File: config.mk
export PLATFORM = sky130hd
export DESIGN_NAME = urk_div
export DESIGN_NICKNAME = d
export VERILOG_FILES = /design/src/design/urk_pkg.sv /design/src/design/urk_div.sv
export SDC_FILE = /design/constraint.sdc
export NUM_CORES = 1
export LEC_CHECK = 0
export BUFFER_PORTS_ARGS = -buffer_cell sky130_fd_sc_hd__buf_2
export CELL_PAD_IN_SITES_DETAIL_PLACEMENT = 1
export CELL_PAD_IN_SITES_GLOBAL_PLACEMENT = 2
export CORE_AREA = 2 2 160 162
export CTS_BUF_LIST = sky130_fd_sc_hd__clkbuf_8 sky130_fd_sc_hd__clkbuf_16
export DETAILED_ROUTE_END_ITERATION = 7
export DIE_AREA = 0 0 162 164
export GPL_TIMING_DRIVEN = 0
export PLACE_DENSITY_LB_ADDON = 0.25
export SLEW_MARGIN = 30
export SYNTH_ARGS = -nofsm -noshare
export SYNTH_HDL_FRONTEND = slang
export SYNTH_SLANG_ARGS = --single-unit
File: constraint.sdc
create_clock -name clk -period 2.6 [get_ports clk]
set_input_delay 0.78 -clock clk [delete_from_list [all_inputs] [get_ports clk]]
set_output_delay 0.78 -clock clk [all_outputs]
set_load 0.02 [all_outputs]
File: src/design/urk_pkg.sv
// Shared constants, register codes and divider handshake types for the range filter.
`default_nettype none

package urk_pkg;

	localparam int NUM_SENSORS = 4;
	localparam int SENSOR_W    = (NUM_SENSORS > 1) ? $clog2(NUM_SENSORS) : 1;

	localparam int REM_W = 34;
	localparam int QUO_W = 32;
	localparam int CNT_W = 6;

	localparam logic [CNT_W-1:0] DISP_STEPS = 6'd27;
	localparam logic [CNT_W-1:0] GAIN_STEPS = 6'd17;

	localparam logic [26:0] Z_RECIP = 27'd85899346;

	localparam logic [31:0] PROC_NOISE_RST = 32'd655;
	localparam logic [31:0] MEAS_NOISE_RST = 32'd65536;
	localparam logic [31:0] INIT_VAR_RST   = 32'd65536;
	localparam logic [31:0] INIT_RANGE_RST = 32'd0;

	typedef enum logic [2:0] {
		REG_PROC_NOISE = 3'd0,
		REG_MEAS_NOISE = 3'd1,
		REG_COS_PACK   = 3'd2,
		REG_SIN_PACK   = 3'd3,
		REG_INIT_VAR   = 3'd4,
		REG_INIT_RANGE = 3'd5
	} reg_idx_t;

	typedef struct packed {
		logic             start;
		logic [CNT_W-1:0] steps;
		logic [REM_W-1:0] init_rem;
		logic [QUO_W-1:0] dividend;
		logic [REM_W-1:0] divisor;
	} div_req_t;

	typedef struct packed {
		logic             done;
		logic [QUO_W-1:0] quotient;
	} div_rsp_t;

endpackage

`default_nettype wire

File: src/design/urk_div.sv
// Radix-2 restoring divider, one quotient bit per cycle, shared by both filter divisions.
`default_nettype none

module urk_div (
	input  wire logic             clk,
	input  wire logic             arst_n,
	input  wire urk_pkg::div_req_t req,
	output urk_pkg::div_rsp_t     rsp
);
	import urk_pkg::*;

	logic [REM_W-1:0] rem_q;
	logic [REM_W-1:0] dsr_q;
	logic [QUO_W-1:0] sh_q;
	logic [QUO_W-1:0] quo_q;
	logic [CNT_W-1:0] cnt_q;
	logic             busy_q;
	logic             done_q;

	logic [REM_W:0] trial;
	logic [REM_W:0] diff;
	logic           ge;

	assign trial = {rem_q, sh_q[QUO_W-1]};
	assign diff  = trial - {1'b0, dsr_q};
	assign ge    = (trial >= {1'b0, dsr_q});

	always_ff @(posedge clk or negedge arst_n) begin
		if (!arst_n) begin
			busy_q <= 1'b0;
			done_q <= 1'b0;
			cnt_q  <= '0;
		end else begin
			done_q <= busy_q && !req.start && (cnt_q == CNT_W'(1));
			if (req.start) begin
				busy_q <= 1'b1;
				cnt_q  <= req.steps;
			end else if (busy_q) begin
				cnt_q <= cnt_q - CNT_W'(1);
				if (cnt_q == CNT_W'(1)) begin
					busy_q <= 1'b0;
				end
			end
		end
	end

	always_ff @(posedge clk) begin
		if (req.start) begin
			rem_q <= req.init_rem;
			sh_q  <= req.dividend;
			dsr_q <= req.divisor;
			quo_q <= '0;
		end else if (busy_q) begin
			rem_q <= ge ? diff[REM_W-1:0] : trial[REM_W-1:0];
			sh_q  <= {sh_q[QUO_W-2:0], 1'b0};
			quo_q <= {quo_q[QUO_W-2:0], ge};
		end
	end

	assign rsp.done     = done_q;
	assign rsp.quotient = quo_q;

endmodule

`default_nettype wire

* Word-level counts from Yosys, hierarchy flattened
Index checks and enable logic that the tools add are counted.
** Word-level totals
- Register bits after elaboration :: 140
- Logic and storage cells :: 25
** Operators by class
- Eq/ne operators :: 1
- Add/sub/neg operators :: 2
- Reductions and logical operators :: 4
- Muxes and demuxes :: 10
- Order comparisons :: 1
** Operators by type and width (number)
- $mux 34 :: 3
- $mux 32 :: 2
- $ge 35x34->1 :: 1
- $sub 34x34->34 :: 1
- $mux 6 :: 2
- $eq 6x1->1 const B :: 1
- $sub 6x1->6 const B :: 1
- $mux 1 :: 3
- $logic_and 1x1->1 :: 2
- $reduce_bool 2->1 :: 1
- $logic_not 1->1 :: 1

* Logic depth before layout (Yosys ltp)
- Depth after elaboration :: 4
- Gate-level depth with buffers :: 13
- Mapped depth without buffers :: 11

* Worst setup path after synthesis
Ideal clock, no wire load.
- Path type :: register -> register
- Start point :: register rem_q[14]
- End point :: register rem_q[26], data pin
- Data required time :: 2339 ps
- Setup slack :: 14 ps
- Cell stages (with the launch flop) :: 11
- Period minus slack after synthesis :: 2586 ps
- Arrival :: 2326 ps
- Cell sequence :: edfxtp_1 ha_1 buf_2 a21o_1 a21oi_1 o21ai_0 or3b_2 o21ai_1 o21bai_1 xor2_1 a221o_1
** Between the ends
- Longest elaborated chain between the ends :: 4
** Ends and longest elaborated chain
- from (decl) :: RTL line urk_div.sv:12 : logic [REM_W-1:0] rem_q;
- from (signal assigned) :: RTL line urk_div.sv:49 : rem_q <= req.init_rem;
- from (signal assigned) :: RTL line urk_div.sv:54 : rem_q <= ge ? diff[REM_W-1:0] : trial[REM_W-1:0];
- $sub 34x34->34 / $ge 35x34->1 (equally long branches) :: RTL line urk_div.sv:25, urk_div.sv:26
- $mux 34 * :: RTL line urk_div.sv:54
- $mux 34 * :: RTL line urk_div.sv:53 : end else if (busy_q) begin
- $mux 34 * :: RTL line urk_div.sv:48 : if (req.start) begin
Mark *: on every way between the ends. The rest lies on a longest branch, timed or not. The select of a mux whose other input is x is not followed.
A chain may end at the register's enable or synchronous reset.

* Final worst setup path
- Start point :: register rem_q[3]
- End point :: register rem_q[13], data pin
Same word-level chain as after synthesis.

==> results_dict.tcl <==
set metrics [dict create \
    cts_buffer_depth 2 \
    setup_viol 34 \
    yosysTopAreaCell "edfxtp_1" \
    place_congestion 0.814 \
    start_util_pct 31.5 \
    fillCellCount 2735 \
    hold_class "in2async" \
    yosysSeqAreaShare_pct 49.2 \
    die-area_um2 26600 \
    grt_max_degree 41 \
    coreArea_um2 24800 \
    grt_pass1_vias 7106 \
    ys_seq_elements 140 \
    stdcell_area_um2 11200 \
    yosysWarnings 0 \
    setup.worst_path.end_class "register" \
    cp_max_fo 5 \
    finClkSkew_ns 0.0165 \
    synth_top_cell_area_share_pct 38.5 \
    yosysMostFrequentCell "edfxtp_1" \
    nets 1103 \
    grt_antenna_before_repair 6 \
    synth_area_um2 7810 \
    timing.rr.start "rem_q[3]" \
    startpoint_type "register" \
    htree_num_levels 4 \
    grtUsageTotal_pct 20.2 \
    layout_setup_ws_ns -0.282 \
    reg2reg_depth 12 \
    outcome "finished with violations" \
    syn_inst 738 \
    path_clk_slew_ns 0.07 \
    slew_viol_final 0 \
    violations "setup timing" \
    p_leak_nw 4.75 \
    synthTopCellsByArea "edfxtp_1 38%, dfxtp_1 8.2%, ha_1 5.8%" \
    slew-limit-headroom_pct 45.0 \
    remaining_drc_errors 0 \
    cts_tree "yes" \
    vdd_drop_max_mv 0.496 \
    syn2layout_area_growth_pct 43.5 \
    hold_violations 0 \
    cts.sink_count 140 \
    min_period_ns 2.88 \
    syn_nets 884 \
    ys_top_cells_by_count "100 x edfxtp_1, 69 x nor2_1, 48 x inv_1, 48 x nand2_1, 40 x o21ai_0" \
    min_period_over_period_pct 111 \
    p_total_w 0.0126 \
    die_h_um 164 \
    io_pins 142 \
    rsz0062_at_grt "true" \
    placed_area_um2 8960 \
    worst_slew_pin_slew_ns 0.824 \
    cp_data_arrival_time_ns 3.09 \
    wl_per_cell_um 21.0 \
    fp-row-count 58 \
    ant_nets 0 \
    vias 6769 \
    drtPass1Iterations 7 \
    drt_iter0_drc 315 \
    power_density_nw_per_um2 1130 \
    cts-root-buf "clkbuf_16" \
    cap_violations 0 \
    synth_ff_type "edfxtp_1" \
    hpwl_mm 18.0 \
    clkLatencyLatePin_ns 0.44 \
    routed_wirelength_mm 27.3 \
    syn_area_per_cell_um2 10.6 \
    drive_gt1_share_pct 43.2 \
    worstSetupPathType "reg2reg" \
    cp_data_required_time_ns 2.81 \
    gr-total-overflow 0 \
    synth.distinct_cells 60 \
    whs_ns 0.188 \
    grt_pass1_wl_mm 40.8 \
    async_flop_share_pct 5.71 \
    cts-buffers-inserted 17 \
    io_buffers 141 \
    setup.worst_path.start "rem_q[3]" \
    maxClockFrequency_mhz 347 \
    synth_edf_count 100 \
    routed_via_density 5.19 \
    dieWidth_um 162 \
    holdBufCountCts 0 \
]
-- worst max-delay path: stages (launching register included) --
cell and delay [ns]:
edfxtp_1 0.45, ha_4 0.33, o211ai_1 0.11, a21oi_2 0.17
o21ai_2 0.11, a211o_4 0.38, a21o_4 0.25, a21boi_4 0.22
buf_6 0.14, buf_4 0.10, buf_4 0.09, nor4_2 0.04
a311oi_1 0.29
-- power breakdown --
group	switching, W	total [W]	internal [W]
logic	0.00367	0.00682	0.00315
registers	0.000350	0.00328	0.00293
clock network	0.00117	0.00251	0.00134
total	0.00519	0.0126	0.00742
-- registers in the layout, summed over array words and instances (netlist names) --
| name | flops |
|---|---|
| busy_q | 1 |
| cnt_q | 6 |
| quo_q | 32 |
| done_q | 1 |
| dsr_q | 34 |
| rem_q | 34 |
| sh_q | 32 |
-- cell type report --
class	instances	area (µm²)	share of cell area, %
multi-input cells	510	4560	40.7
flip-flops and latches	140	3840	34.3
repair buffers	207	1340	11.9
clock buffers	18	450	4.02
well taps	330	413	3.69
plain buffers	33	268	2.39
inverters	48	180	1.61
clock inverters	14	141	1.26
diodes	3	7.51	0.0670
-- repair_timing --
action / in CTS / in global routing
buffers inserted: 40 / 19
gates resized for setup: 139 / 90
pin swaps: 43 / 56
cloned: 2 / 4
setup endpoints to repair: 144 / 54
-- placed cells by master, fill, tap and decap left out, types with 17 or more instances in the layout --
cell type  count
clkbuf_16     22
a21oi_1       22
inv_1         45
buf_2        140
edfxtp_1     100
nand2_1       45
mux2_2        32
xnor2_1       24
buf_4         53
ha_4          23
nand4_1       17
nand3_1       17
o21ai_0       21
dfxtp_1       32
nor2_1        66
mux2i_1       31
-- cells by family (layout without fill, tap and decap cells) --
family                     after synthesis  in the layout  synth area share, %
AOI/OAI and AO/OA                      173            173                 15.5
xor gates and xnor gates                34             34                 3.81
adders and majority gates               37             37                 6.02
buffers and inverters                   88            320                 4.53
DFF                                    140            140                 49.2
muxes                                   63             63                 8.59
other                                    0              3                    0
and+or+nand+nor                        203            203                 12.3
-- worst paths after layout --
check	to	slack [ns]
min reg2reg	quo_q[5]	0.52
min	cnt_q[3]	0.19
max reg2reg	rem_q[13]	-0.28
max in group asynchronous	cnt_q[4]	2.24
max	rem_q[13]	-0.28
min in group clk	quo_q[5]	0.52
-- stage by stage --
step | worst slack [ns] | setup TNS, ns | cells | utilization, %
finish | -0.282 | -4.72 | 1303 | 45.1
global route | -0.323 | -7.92 | 1300 | 45.1
CTS | -0.119 | -1.78 | 1277 | 42.4
detailed placement | -1.31 | -138.40 | 1210 | 36.1
global placement | -1.38 | -181.36 | 1209 | 36.0
floorplan | 0.0136 | 0 | 738 | -
-- routing by layer --
layer	track usage, %	part of all wire [%]	vias to the layer above	routed length (µm)
met5	0	0.11	-	31
met4	5.47	1.9	6	520
met3	4.80	5.3	37	1440
met2	34.0	49	178	13300
met1	26.1	44	3376	12000
li1	-	-	3172	-
No activity file was read; power rests on OpenSTA's default activity.
